**config.mk**
```make
export PLATFORM = sky130hd
export DESIGN_NAME = four_level_page_table_walker
export DESIGN_NICKNAME = d
export VERILOG_FILES = /design/src/rtl/ptw_pkg.sv /design/src/rtl/four_level_page_table_walker.sv /design/src/rtl/ptw_front.sv /design/src/rtl/ptw_queue.sv /design/src/rtl/ptw_back.sv
export SDC_FILE = /design/constraint.sdc
export NUM_CORES = 1
export LEC_CHECK = 0
export BUFFER_PORTS_ARGS = -buffer_cell sky130_fd_sc_hd__buf_2
export CORE_MARGIN = 2
export CORE_UTILIZATION = 51
export CTS_CLUSTER_SIZE = 12
export DETAILED_ROUTE_END_ITERATION = 8
export HOLD_SLACK_MARGIN = 0.03
export PLACE_DENSITY = 0.76
export RECOVER_POWER = 50
export SYNTH_ARGS = -nofsm -noshare
export SYNTH_HDL_FRONTEND = slang
export SYNTH_HIERARCHICAL = 1
export SYNTH_SLANG_ARGS = --single-unit
export TNS_END_PERCENT = 50
```
**constraint.sdc**
```tcl
create_clock -name aclk -period 9.5 [get_ports aclk]
set_input_delay 0.95 -clock aclk [delete_from_list [all_inputs] [get_ports aclk]]
set_output_delay 0.95 -clock aclk [all_outputs]
set_load 0.02 [all_outputs]
```
**src/rtl/ptw_pkg.sv**
```systemverilog
// Shared types and constants of the four-level page table walker.
package ptw_pkg;

    localparam int VA_BITS       = 48;
    localparam int PA_FIELD_BITS = 52;
    localparam int PAGE_SHIFT    = 12;
    localparam int INDEX_BITS    = 9;
    localparam int QUEUE_DEPTH   = 2;
    localparam int APB_ADDR_BITS = 4;
    localparam int REG_IDX_BIT   = 3;

    // Entry bit positions.
    localparam int E_PRESENT  = 0;
    localparam int E_WRITE    = 1;
    localparam int E_USER     = 2;
    localparam int E_ACCESSED = 5;
    localparam int E_DIRTY    = 6;
    localparam int E_PS       = 7;
    localparam int E_NX       = 63;

    typedef enum logic {
        OP_TRANSLATE = 1'b0,
        OP_RESPONSE  = 1'b1
    } op_t;

    typedef enum logic {
        KIND_READ = 1'b0,
        KIND_DONE = 1'b1
    } kind_t;

    typedef enum logic {
        REG_DEFAULT_ROOT = 1'b0
    } reg_idx_t;

    typedef enum logic [1:0] {
        SZ_4K = 2'd0,
        SZ_2M = 2'd1,
        SZ_1G = 2'd2
    } size_t;

    typedef enum logic [2:0] {
        ST_OK           = 3'd0,
        ST_TOP_MISSING  = 3'd1,
        ST_SELF_REF     = 3'd2,
        ST_PDPT_MISSING = 3'd3,
        ST_PD_MISSING   = 3'd4,
        ST_PT_MISSING   = 3'd5,
        ST_ZERO_FRAME   = 3'd6
    } status_t;

    // One classified word handed from the front to the back.
    typedef struct packed {
        op_t                  op;
        logic [63:0]          root;
        logic [VA_BITS-1:0]   vaddr;
        logic [63:0]          entry;
        logic                 read_failed;
    } cmd_t;

    typedef struct packed {
        kind_t                    kind;
        logic [PA_FIELD_BITS-1:0] read_addr;
        logic [PA_FIELD_BITS-1:0] phys_addr;
        size_t                    page_size;
        status_t                  status;
        logic                     no_execute;
        logic                     read_only;
        logic                     supervisor_only;
        logic                     accessed;
        logic                     dirty;
    } res_t;

    typedef struct packed {
        logic full;
        logic empty;
    } queue_status_t;

endpackage

```
**src/rtl/four_level_page_table_walker.sv**
```systemverilog
// Top level of the four-level page table walker.
//
// Usage: the input stream carries translate requests (s_tuser 0) and memory
// read responses (s_tuser 1). A translate starts a walk and yields an entry
// read request word on the output stream (m_tuser 0). Each response then
// yields either the next read request or a finished word (m_tuser 1) with the
// physical address, page size, attributes and status. A response that
// arrives with no walk running yields nothing; a translate during a walk
// drops that walk.
// Throughput is one input word per cycle while the receiver keeps taking results.
// An accepted word is written into the two-entry front queue, and the walk
// stage, whose single step per word sets the rate, takes it from the queue
// head and registers its result in the output register that drives m_tvalid.
// When the receiver stalls, the result is held in the output register and the
// queue keeps taking up to two more words before s_tready drops.
// Reset (aresetn low, synchronous) empties the queue, ends any walk and
// clears default_root, set over the APB port at byte address 0.
module four_level_page_table_walker #(
    parameter int PHYS_FRAME_BITS = 40
) (
    input  logic                              aclk,
    input  logic                              aresetn,
    input  logic                              psel,
    input  logic                              penable,
    input  logic                              pwrite,
    input  logic [ptw_pkg::APB_ADDR_BITS-1:0] paddr,
    input  logic [63:0]                       pwdata,
    output logic [63:0]                       prdata,
    output logic                              pready,
    input  logic                              s_tvalid,
    output logic                              s_tready,
    // root[63:0], virt_addr[111:64], entry_data[175:112], read_failed[176]
    input  logic [183:0]                      s_tdata,
    // op[0]
    input  logic                              s_tuser,
    output logic                              m_tvalid,
    input  logic                              m_tready,
    // read_addr[51:0], phys_addr[103:52], page_size[105:104], status[108:106],
    // no_execute[109], read_only[110], supervisor_only[111], accessed[112],
    // dirty[113]
    output logic [119:0]                      m_tdata,
    // kind[0]
    output logic                              m_tuser
);

    ptw_pkg::queue_status_t q_status;
    ptw_pkg::cmd_t          push_cmd;
    ptw_pkg::cmd_t          head_cmd;
    ptw_pkg::res_t          res;
    logic                   push;
    logic                   pop;

    assign pready = 1'b1;

    ptw_front u_front (
        .aclk     (aclk),
        .aresetn  (aresetn),
        .psel     (psel),
        .penable  (penable),
        .pwrite   (pwrite),
        .paddr    (paddr),
        .pwdata   (pwdata),
        .prdata   (prdata),
        .s_tvalid (s_tvalid),
        .s_tready (s_tready),
        .s_tdata  (s_tdata),
        .s_tuser  (s_tuser),
        .q_status (q_status),
        .push     (push),
        .push_cmd (push_cmd)
    );

    ptw_queue u_queue (
        .aclk     (aclk),
        .aresetn  (aresetn),
        .push     (push),
        .push_cmd (push_cmd),
        .pop      (pop),
        .head_cmd (head_cmd),
        .q_status (q_status)
    );

    ptw_back #(
        .PHYS_FRAME_BITS (PHYS_FRAME_BITS)
    ) u_back (
        .aclk      (aclk),
        .aresetn   (aresetn),
        .q_valid   (!q_status.empty),
        .head_cmd  (head_cmd),
        .pop       (pop),
        .m_tready  (m_tready),
        .res_valid (m_tvalid),
        .res       (res)
    );

    assign m_tuser = res.kind;
    assign m_tdata = {6'b000000, res.dirty, res.accessed, res.supervisor_only,
                      res.read_only, res.no_execute, res.status, res.page_size,
                      res.phys_addr, res.read_addr};

    // The queue only refuses input while it holds words.
    a_full_not_empty: assert property (@(posedge aclk) disable iff (!aresetn)
        !s_tready |-> !q_status.empty)
        else $error("input refused while queue empty");

    // A failed walk carries no translation.
    a_fail_clean: assert property (@(posedge aclk) disable iff (!aresetn)
        (m_tvalid && m_tuser == ptw_pkg::KIND_DONE && res.status != ptw_pkg::ST_OK)
        |-> (res.phys_addr == '0 && res.page_size == ptw_pkg::SZ_4K &&
             res.read_addr == '0))
        else $error("failed walk result carries address data");

    // A read request word has ok status and no translation fields.
    a_read_clean: assert property (@(posedge aclk) disable iff (!aresetn)
        (m_tvalid && m_tuser == ptw_pkg::KIND_READ)
        |-> (res.status == ptw_pkg::ST_OK && res.phys_addr == '0 &&
             res.accessed == 1'b0 && res.dirty == 1'b0))
        else $error("read request word carries result fields");

    // Nothing leaves the back without a word taken from the queue.
    a_out_from_queue: assert property (@(posedge aclk) disable iff (!aresetn)
        $rose(m_tvalid) |-> $past(pop))
        else $error("output word without queue pop");

endmodule

```
**src/rtl/ptw_front.sv**
```systemverilog
// Front end: configuration register, input acceptance and root selection.
module ptw_front (
    input  logic                              aclk,
    input  logic                              aresetn,
    input  logic                              psel,
    input  logic                              penable,
    input  logic                              pwrite,
    input  logic [ptw_pkg::APB_ADDR_BITS-1:0] paddr,
    input  logic [63:0]                       pwdata,
    output logic [63:0]                       prdata,
    input  logic                              s_tvalid,
    output logic                              s_tready,
    input  logic [183:0]                      s_tdata,
    input  logic                              s_tuser,
    input  ptw_pkg::queue_status_t            q_status,
    output logic                              push,
    output ptw_pkg::cmd_t                     push_cmd
);

    logic [63:0] default_root_reg;
    logic [63:0] default_root_next;
    logic [63:0] in_root;

    always_comb begin
        default_root_next = default_root_reg;
        if (psel && penable && pwrite &&
            paddr[ptw_pkg::REG_IDX_BIT] == ptw_pkg::REG_DEFAULT_ROOT) begin
            default_root_next = pwdata;
        end
    end

    always_ff @(posedge aclk) begin
        if (!aresetn) begin
            default_root_reg <= '0;
        end else begin
            default_root_reg <= default_root_next;
        end
    end

    assign prdata = (paddr[ptw_pkg::REG_IDX_BIT] == ptw_pkg::REG_DEFAULT_ROOT) ?
                    default_root_reg : '0;

    assign s_tready = !q_status.full;
    assign push     = s_tvalid && !q_status.full;

    // A zero root in a translate word falls back to the default root register.
    assign in_root = (s_tdata[63:0] != 64'd0) ? s_tdata[63:0] : default_root_reg;

    always_comb begin
        push_cmd.op          = ptw_pkg::op_t'(s_tuser);
        push_cmd.root        = in_root;
        push_cmd.vaddr       = s_tdata[111:64];
        push_cmd.entry       = s_tdata[175:112];
        push_cmd.read_failed = s_tdata[176];
    end

endmodule

```
**src/rtl/ptw_queue.sv**
```systemverilog
// Short first-in first-out queue between the front and the back.
module ptw_queue (
    input  logic                   aclk,
    input  logic                   aresetn,
    input  logic                   push,
    input  ptw_pkg::cmd_t          push_cmd,
    input  logic                   pop,
    output ptw_pkg::cmd_t          head_cmd,
    output ptw_pkg::queue_status_t q_status
);

    localparam int DEPTH   = ptw_pkg::QUEUE_DEPTH;
    localparam int PTR_W   = (DEPTH > 1) ? $clog2(DEPTH) : 1;
    localparam int COUNT_W = $clog2(DEPTH + 1);

    ptw_pkg::cmd_t       mem [DEPTH];
    logic [PTR_W-1:0]    wr_ptr_reg, wr_ptr_next;
    logic [PTR_W-1:0]    rd_ptr_reg, rd_ptr_next;
    logic [COUNT_W-1:0]  count_reg, count_next;
    logic                do_pop;

    assign do_pop = pop && (count_reg != '0);

    always_comb begin
        wr_ptr_next = wr_ptr_reg;
        rd_ptr_next = rd_ptr_reg;
        count_next  = count_reg;
        if (push) begin
            wr_ptr_next = (wr_ptr_reg == PTR_W'(DEPTH - 1)) ? '0 : wr_ptr_reg + 1'b1;
        end
        if (do_pop) begin
            rd_ptr_next = (rd_ptr_reg == PTR_W'(DEPTH - 1)) ? '0 : rd_ptr_reg + 1'b1;
        end
        if (push && !do_pop) begin
            count_next = count_reg + 1'b1;
        end else if (!push && do_pop) begin
            count_next = count_reg - 1'b1;
        end
    end

    always_ff @(posedge aclk) begin
        if (!aresetn) begin
            wr_ptr_reg <= '0;
            rd_ptr_reg <= '0;
            count_reg  <= '0;
        end else begin
            wr_ptr_reg <= wr_ptr_next;
            rd_ptr_reg <= rd_ptr_next;
            count_reg  <= count_next;
        end
    end

    always_ff @(posedge aclk) begin
        if (push) begin
            mem[wr_ptr_reg] <= push_cmd;
        end
    end

    assign head_cmd       = mem[rd_ptr_reg];
    assign q_status.full  = (count_reg == COUNT_W'(DEPTH));
    assign q_status.empty = (count_reg == '0);

endmodule

```
**src/rtl/ptw_back.sv**
```systemverilog
// Back end: walk state machine, one queued word per step, registered result.
module ptw_back #(
    parameter int PHYS_FRAME_BITS = 40
) (
    input  logic          aclk,
    input  logic          aresetn,
    input  logic          q_valid,
    input  ptw_pkg::cmd_t head_cmd,
    output logic          pop,
    input  logic          m_tready,
    output logic          res_valid,
    output ptw_pkg::res_t res
);

    localparam int PA_BITS = PHYS_FRAME_BITS + ptw_pkg::PAGE_SHIFT;
    localparam int IB      = ptw_pkg::INDEX_BITS;
    localparam int PS      = ptw_pkg::PAGE_SHIFT;

    typedef enum logic [2:0] {
        S_IDLE,
        S_PML4,
        S_PDPT,
        S_PD,
        S_PT
    } walk_state_t;

    walk_state_t                   state_reg, state_next;
    logic [PHYS_FRAME_BITS-1:0]    root_frame_reg, root_frame_next;
    logic [ptw_pkg::VA_BITS-1:0]   vaddr_reg, vaddr_next;
    logic [2:0]                    attr_reg, attr_next;
    logic                          out_valid_reg;
    ptw_pkg::res_t                 out_res_reg;

    logic                          take;
    logic                          has_res;
    ptw_pkg::res_t                 res_next;
    logic [63:0]                   e;
    logic [PHYS_FRAME_BITS-1:0]    ef;
    logic [PHYS_FRAME_BITS-1:0]    in_frame;
    logic                          ok;
    logic [2:0]                    attr_g;
    ptw_pkg::size_t                leaf_size;
    logic [PA_BITS-1:0]            off_mask;
    logic [PA_BITS-1:0]            base;
    ptw_pkg::res_t                 leaf_res;
    ptw_pkg::res_t                 fail_res;

    assign take     = q_valid && (!out_valid_reg || m_tready);
    assign pop      = take;
    assign e        = head_cmd.entry;
    assign ef       = e[PS +: PHYS_FRAME_BITS];
    assign in_frame = head_cmd.root[PS +: PHYS_FRAME_BITS];
    assign ok       = !head_cmd.read_failed && e[ptw_pkg::E_PRESENT];
    assign attr_g   = attr_reg | {~e[ptw_pkg::E_USER], ~e[ptw_pkg::E_WRITE], e[ptw_pkg::E_NX]};

    // Leaf completion: size depends on the level where the walk stops.
    always_comb begin
        unique case (state_reg)
            S_PDPT:  leaf_size = ptw_pkg::SZ_1G;
            S_PD:    leaf_size = ptw_pkg::SZ_2M;
            default: leaf_size = ptw_pkg::SZ_4K;
        endcase
        unique case (leaf_size)
            ptw_pkg::SZ_1G: off_mask = ~({PA_BITS{1'b1}} << (PS + 2 * IB));
            ptw_pkg::SZ_2M: off_mask = ~({PA_BITS{1'b1}} << (PS + IB));
            default:        off_mask = ~({PA_BITS{1'b1}} << PS);
        endcase
        base = e[PA_BITS-1:0] & ~off_mask;

        leaf_res      = '0;
        leaf_res.kind = ptw_pkg::KIND_DONE;
        if (base == '0) begin
            leaf_res.status = ptw_pkg::ST_ZERO_FRAME;
        end else begin
            leaf_res.status          = ptw_pkg::ST_OK;
            leaf_res.phys_addr       = ptw_pkg::PA_FIELD_BITS'(
                base | (PA_BITS'(vaddr_reg) & off_mask));
            leaf_res.page_size       = leaf_size;
            leaf_res.no_execute      = attr_g[0];
            leaf_res.read_only       = attr_g[1];
            leaf_res.supervisor_only = attr_g[2];
            leaf_res.accessed        = e[ptw_pkg::E_ACCESSED];
            leaf_res.dirty           = e[ptw_pkg::E_DIRTY];
        end
    end

    always_comb begin
        state_next      = state_reg;
        root_frame_next = root_frame_reg;
        vaddr_next      = vaddr_reg;
        attr_next       = attr_reg;
        has_res         = 1'b0;
        res_next        = '0;
        fail_res        = '0;
        fail_res.kind   = ptw_pkg::KIND_DONE;

        if (head_cmd.op == ptw_pkg::OP_TRANSLATE) begin
            // A new request drops whatever walk is running.
            root_frame_next    = in_frame;
            vaddr_next         = head_cmd.vaddr;
            attr_next          = '0;
            state_next         = S_PML4;
            has_res            = 1'b1;
            res_next.kind      = ptw_pkg::KIND_READ;
            res_next.read_addr = ptw_pkg::PA_FIELD_BITS'(
                {in_frame, head_cmd.vaddr[PS + 3 * IB +: IB], 3'b000});
        end else begin
            unique case (state_reg)
                S_IDLE: begin
                    // A response with no walk running is dropped.
                end
                S_PML4: begin
                    has_res = 1'b1;
                    if (!ok) begin
                        fail_res.status = ptw_pkg::ST_TOP_MISSING;
                        res_next        = fail_res;
                        state_next      = S_IDLE;
                    end else if (ef == root_frame_reg) begin
                        fail_res.status = ptw_pkg::ST_SELF_REF;
                        res_next        = fail_res;
                        state_next      = S_IDLE;
                    end else begin
                        res_next.kind      = ptw_pkg::KIND_READ;
                        res_next.read_addr = ptw_pkg::PA_FIELD_BITS'(
                            {ef, vaddr_reg[PS + 2 * IB +: IB], 3'b000});
                        state_next         = S_PDPT;
                    end
                end
                S_PDPT: begin
                    has_res = 1'b1;
                    if (!ok) begin
                        fail_res.status = ptw_pkg::ST_PDPT_MISSING;
                        res_next        = fail_res;
                        state_next      = S_IDLE;
                    end else begin
                        attr_next = attr_g;
                        if (e[ptw_pkg::E_PS]) begin
                            res_next   = leaf_res;
                            state_next = S_IDLE;
                        end else begin
                            res_next.kind      = ptw_pkg::KIND_READ;
                            res_next.read_addr = ptw_pkg::PA_FIELD_BITS'(
                                {ef, vaddr_reg[PS + IB +: IB], 3'b000});
                            state_next         = S_PD;
                        end
                    end
                end
                S_PD: begin
                    has_res = 1'b1;
                    if (!ok) begin
                        fail_res.status = ptw_pkg::ST_PD_MISSING;
                        res_next        = fail_res;
                        state_next      = S_IDLE;
                    end else begin
                        attr_next = attr_g;
                        if (e[ptw_pkg::E_PS]) begin
                            res_next   = leaf_res;
                            state_next = S_IDLE;
                        end else begin
                            res_next.kind      = ptw_pkg::KIND_READ;
                            res_next.read_addr = ptw_pkg::PA_FIELD_BITS'(
                                {ef, vaddr_reg[PS +: IB], 3'b000});
                            state_next         = S_PT;
                        end
                    end
                end
                S_PT: begin
                    has_res    = 1'b1;
                    state_next = S_IDLE;
                    if (!ok) begin
                        fail_res.status = ptw_pkg::ST_PT_MISSING;
                        res_next        = fail_res;
                    end else begin
                        // The size bit means nothing in a PT entry.
                        attr_next = attr_g;
                        res_next  = leaf_res;
                    end
                end
                default: begin
                    state_next = S_IDLE;
                end
            endcase
        end
    end

    always_ff @(posedge aclk) begin
        if (!aresetn) begin
            state_reg      <= S_IDLE;
            root_frame_reg <= '0;
            vaddr_reg      <= '0;
            attr_reg       <= '0;
            out_valid_reg  <= 1'b0;
        end else begin
            if (take) begin
                state_reg      <= state_next;
                root_frame_reg <= root_frame_next;
                vaddr_reg      <= vaddr_next;
                attr_reg       <= attr_next;
                out_valid_reg  <= has_res;
                if (has_res) begin
                    out_res_reg <= res_next;
                end
            end else if (m_tready) begin
                out_valid_reg <= 1'b0;
            end
        end
    end

    assign res_valid = out_valid_reg;
    assign res       = out_res_reg;

endmodule
```
==> qor.txt <==
status: complete, but fails checks
failing checks: capacitance limit, slew limit
Critical Path Source Type: flop
worst hold path depth: 2
synth warn: 6
clk_skew: 0.01598 ns
PortBufs: 410
Power Total: 7.133 mW
clock buffer count from CTS: 56
R2R cell count: 4
GPL Wtd Cong: 0.8867
ANT nets after route: 0
CP Capture Type: flop
Core Region: 44,320 µm²
H-tree depth: 2
crit-path cells: nor2b_1, nor2b_1, and2_0, buf_4
fillcell total: 3,629
GRT Util Overall: 0.2427
clock-pin transition on the worst setup and hold timing paths: 0.06 ns
CP Class: reg2reg
utilization after layout: 0.5863
Hold Buf Count CTS: 0
min-delay src: u_back/vaddr_reg[6]
Buf/Inv on CP: 1
multi-input logic area: 6837 µm²
Internal: 4.878 mW
Die Y: 216.0 µm
clock power share: 0.288
Residual DRC: 0
WL final: 58.19 mm
largest net degree at the start of global routing: 98
Setup Total Neg Slack: 0 ns
hpwl dp: 39.26 mm
Rows: 77
initial antenna violation count: 8
die width: 216.0 µm
Mapped Cells: 1,788
Max-Slew Margin vs Limit: -2.595
total die area: 46,660 µm²
crit path max fanout: 72
Final period util: 0.6694
Worst Hold Class: reg2reg
most used cell, CP: nor2b_1
endpoints failing setup: 0
register area: 14,690 µm²
CTS tree: done
worst vdd ir: 214.1 µV
Max stage delay on crit path: 3.89 ns
layout cells sized above 1: 0.2299
unrepaired setup endpoints after global routing: no
Max Cap Viol: 5
P_sw: 2.255 mW
clk buf depth: 3
GRT overflow: 0
part of the power in registers: 0.448
Worst EP required: 9.71 ns
Synth Area per Inst: 12.82 µm²
vias in the first global route: 14,400
transition time at the pin with the least slew margin: 5.390 ns
Worst R2R Start: u_queue/count_reg[0]
CTS root buf: clkbuf_16
max reg flops: 274
Layout area overhead: 13.36%
Cell Area, Synth: 22,920 µm²
Min-Delay Endpoint: u_back/vaddr_reg[6]
Vias/cell: 5.414
drt wl/cell: 21.46 µm
P per Cell Area: 274.5 nW/µm²
Max stage delay cell, worst path: and2_0
first-pass GRT wire length: 85.88 mm
final worst path period need: 6.359 ns
R2R setup slack: 3.14 ns
Sw Share: 0.3161
DR iter-0 viols: 1,415
Clock Latency Late Sink: 0.59 ns
DRT Pass-1 Iters: 5
count of final hold-check violations: 0
worst reg2reg path endpoint: u_queue/mem[1][64]
Total Nets Final: 2,325
Pleak: 9.416 nW
Setup Buffers After CTS: 0
Logic pwr share: 0.264
Sink Count: 541
CP delay by family, top: simple AND/OR/NAND/NOR gates
crit path from: u_queue/count_reg[0]
max-slew violation count: 295
Via Count: 14,680
Initial Utilization: 0.5173
I/O Pins: 448
fmax: 157.3 MHz
# resized after CTS: 0
Arr. time, crit path: 6.57 ns
[worst max-delay path by stage]
| stage | end | slack [ns] | depth (start not counted) |
|---|---|---|---|
| final | u_queue/mem[1][64] | 3.14 | 4 |
| after global routing | u_queue/mem[1][42] | 2.70 | 4 |
| after CTS | u_back/res[76] | 4.78 | 8 |
| after detailed placement | u_back/res[76] | 4.81 | 8 |
| after global placement | u_back/res[90] | 4.90 | 8 |
| after floorplan | u_queue/mem[0][0] | 1.61 | 2 |
[metal layers]
layer / up-vias / GRT usage / share of wire
li1: 6793 / - / -
met1: 7209 / 0.3318 / 0.42
met2: 572 / 0.3965 / 0.48
met3: 102 / 0.03848 / 0.066
met4: 0 / 0.08402 / 0.030
met5: - / 0 / 0
[stage by stage]
stage / instance area [µm²] / instances / setup slack [ns] / hold slack [ns]
2_1_floorplan: 22950 / 1795 / 1.612 / 0.4317
3_3_place_gp: 24470 / 2598 / 4.904 / 0.4387
3_5_place_dp: 24470 / 2598 / 4.810 / 0.4449
4_1_cts: 26190 / 2702 / 4.777 / 0.4528
5_1_grt: 25980 / 2709 / 2.699 / 0.4695
6_report: 25980 / 2711 / 3.141 / 0.4519
[area by class of cell]
cell class / instances / area share
flip-flops and latches: 541 / 0.5655
multi-input cells: 1035 / 0.2631
inverters: 7 / 0.001011
clock inverters: 11 / 0.002215
clock buffers: 93 / 0.06394
repair buffers: 423 / 0.07488
diodes: 9 / 0.0008667
well taps: 592 / 0.02851
[placed cells by master (no fill, tap or decap), drive strengths merged, types with 9 or more instances in the layout]
| master | count |
|---|---|
| nand4 | 16 |
| edfxtp | 386 |
| a21oi | 118 |
| buf | 256 |
| o21ai | 19 |
| nand3 | 14 |
| and2 | 43 |
| nor4 | 26 |
| dfxtp | 155 |
| clkbuf | 260 |
| diode | 9 |
| nor2 | 15 |
| mux2 | 139 |
| nor2b | 71 |
| xnor2 | 43 |
| nor3 | 9 |
| nand2 | 330 |
| a21boi | 65 |
| clkinv | 9 |
| a22o | 40 |
| conb | 10 |
| a21o | 42 |
[worst min-delay path: cells and delay by family, from the launching register on]
family	cells	cell delay [ns]
simple gates	1	0.05
compound gates	1	0.05
flops	1	0.30
[power by group through the flow]
stage	clock [mW]	sequential, mW	combinational (mW)
floorplan	0	3.30	1.30
global placement	0	3.20	1.87
detailed placement	0	3.22	1.90
CTS	2.10	3.17	1.91
global route	2.18	3.23	2.02
finish	2.05	3.20	1.88
(Power assumes the default switching activity.)
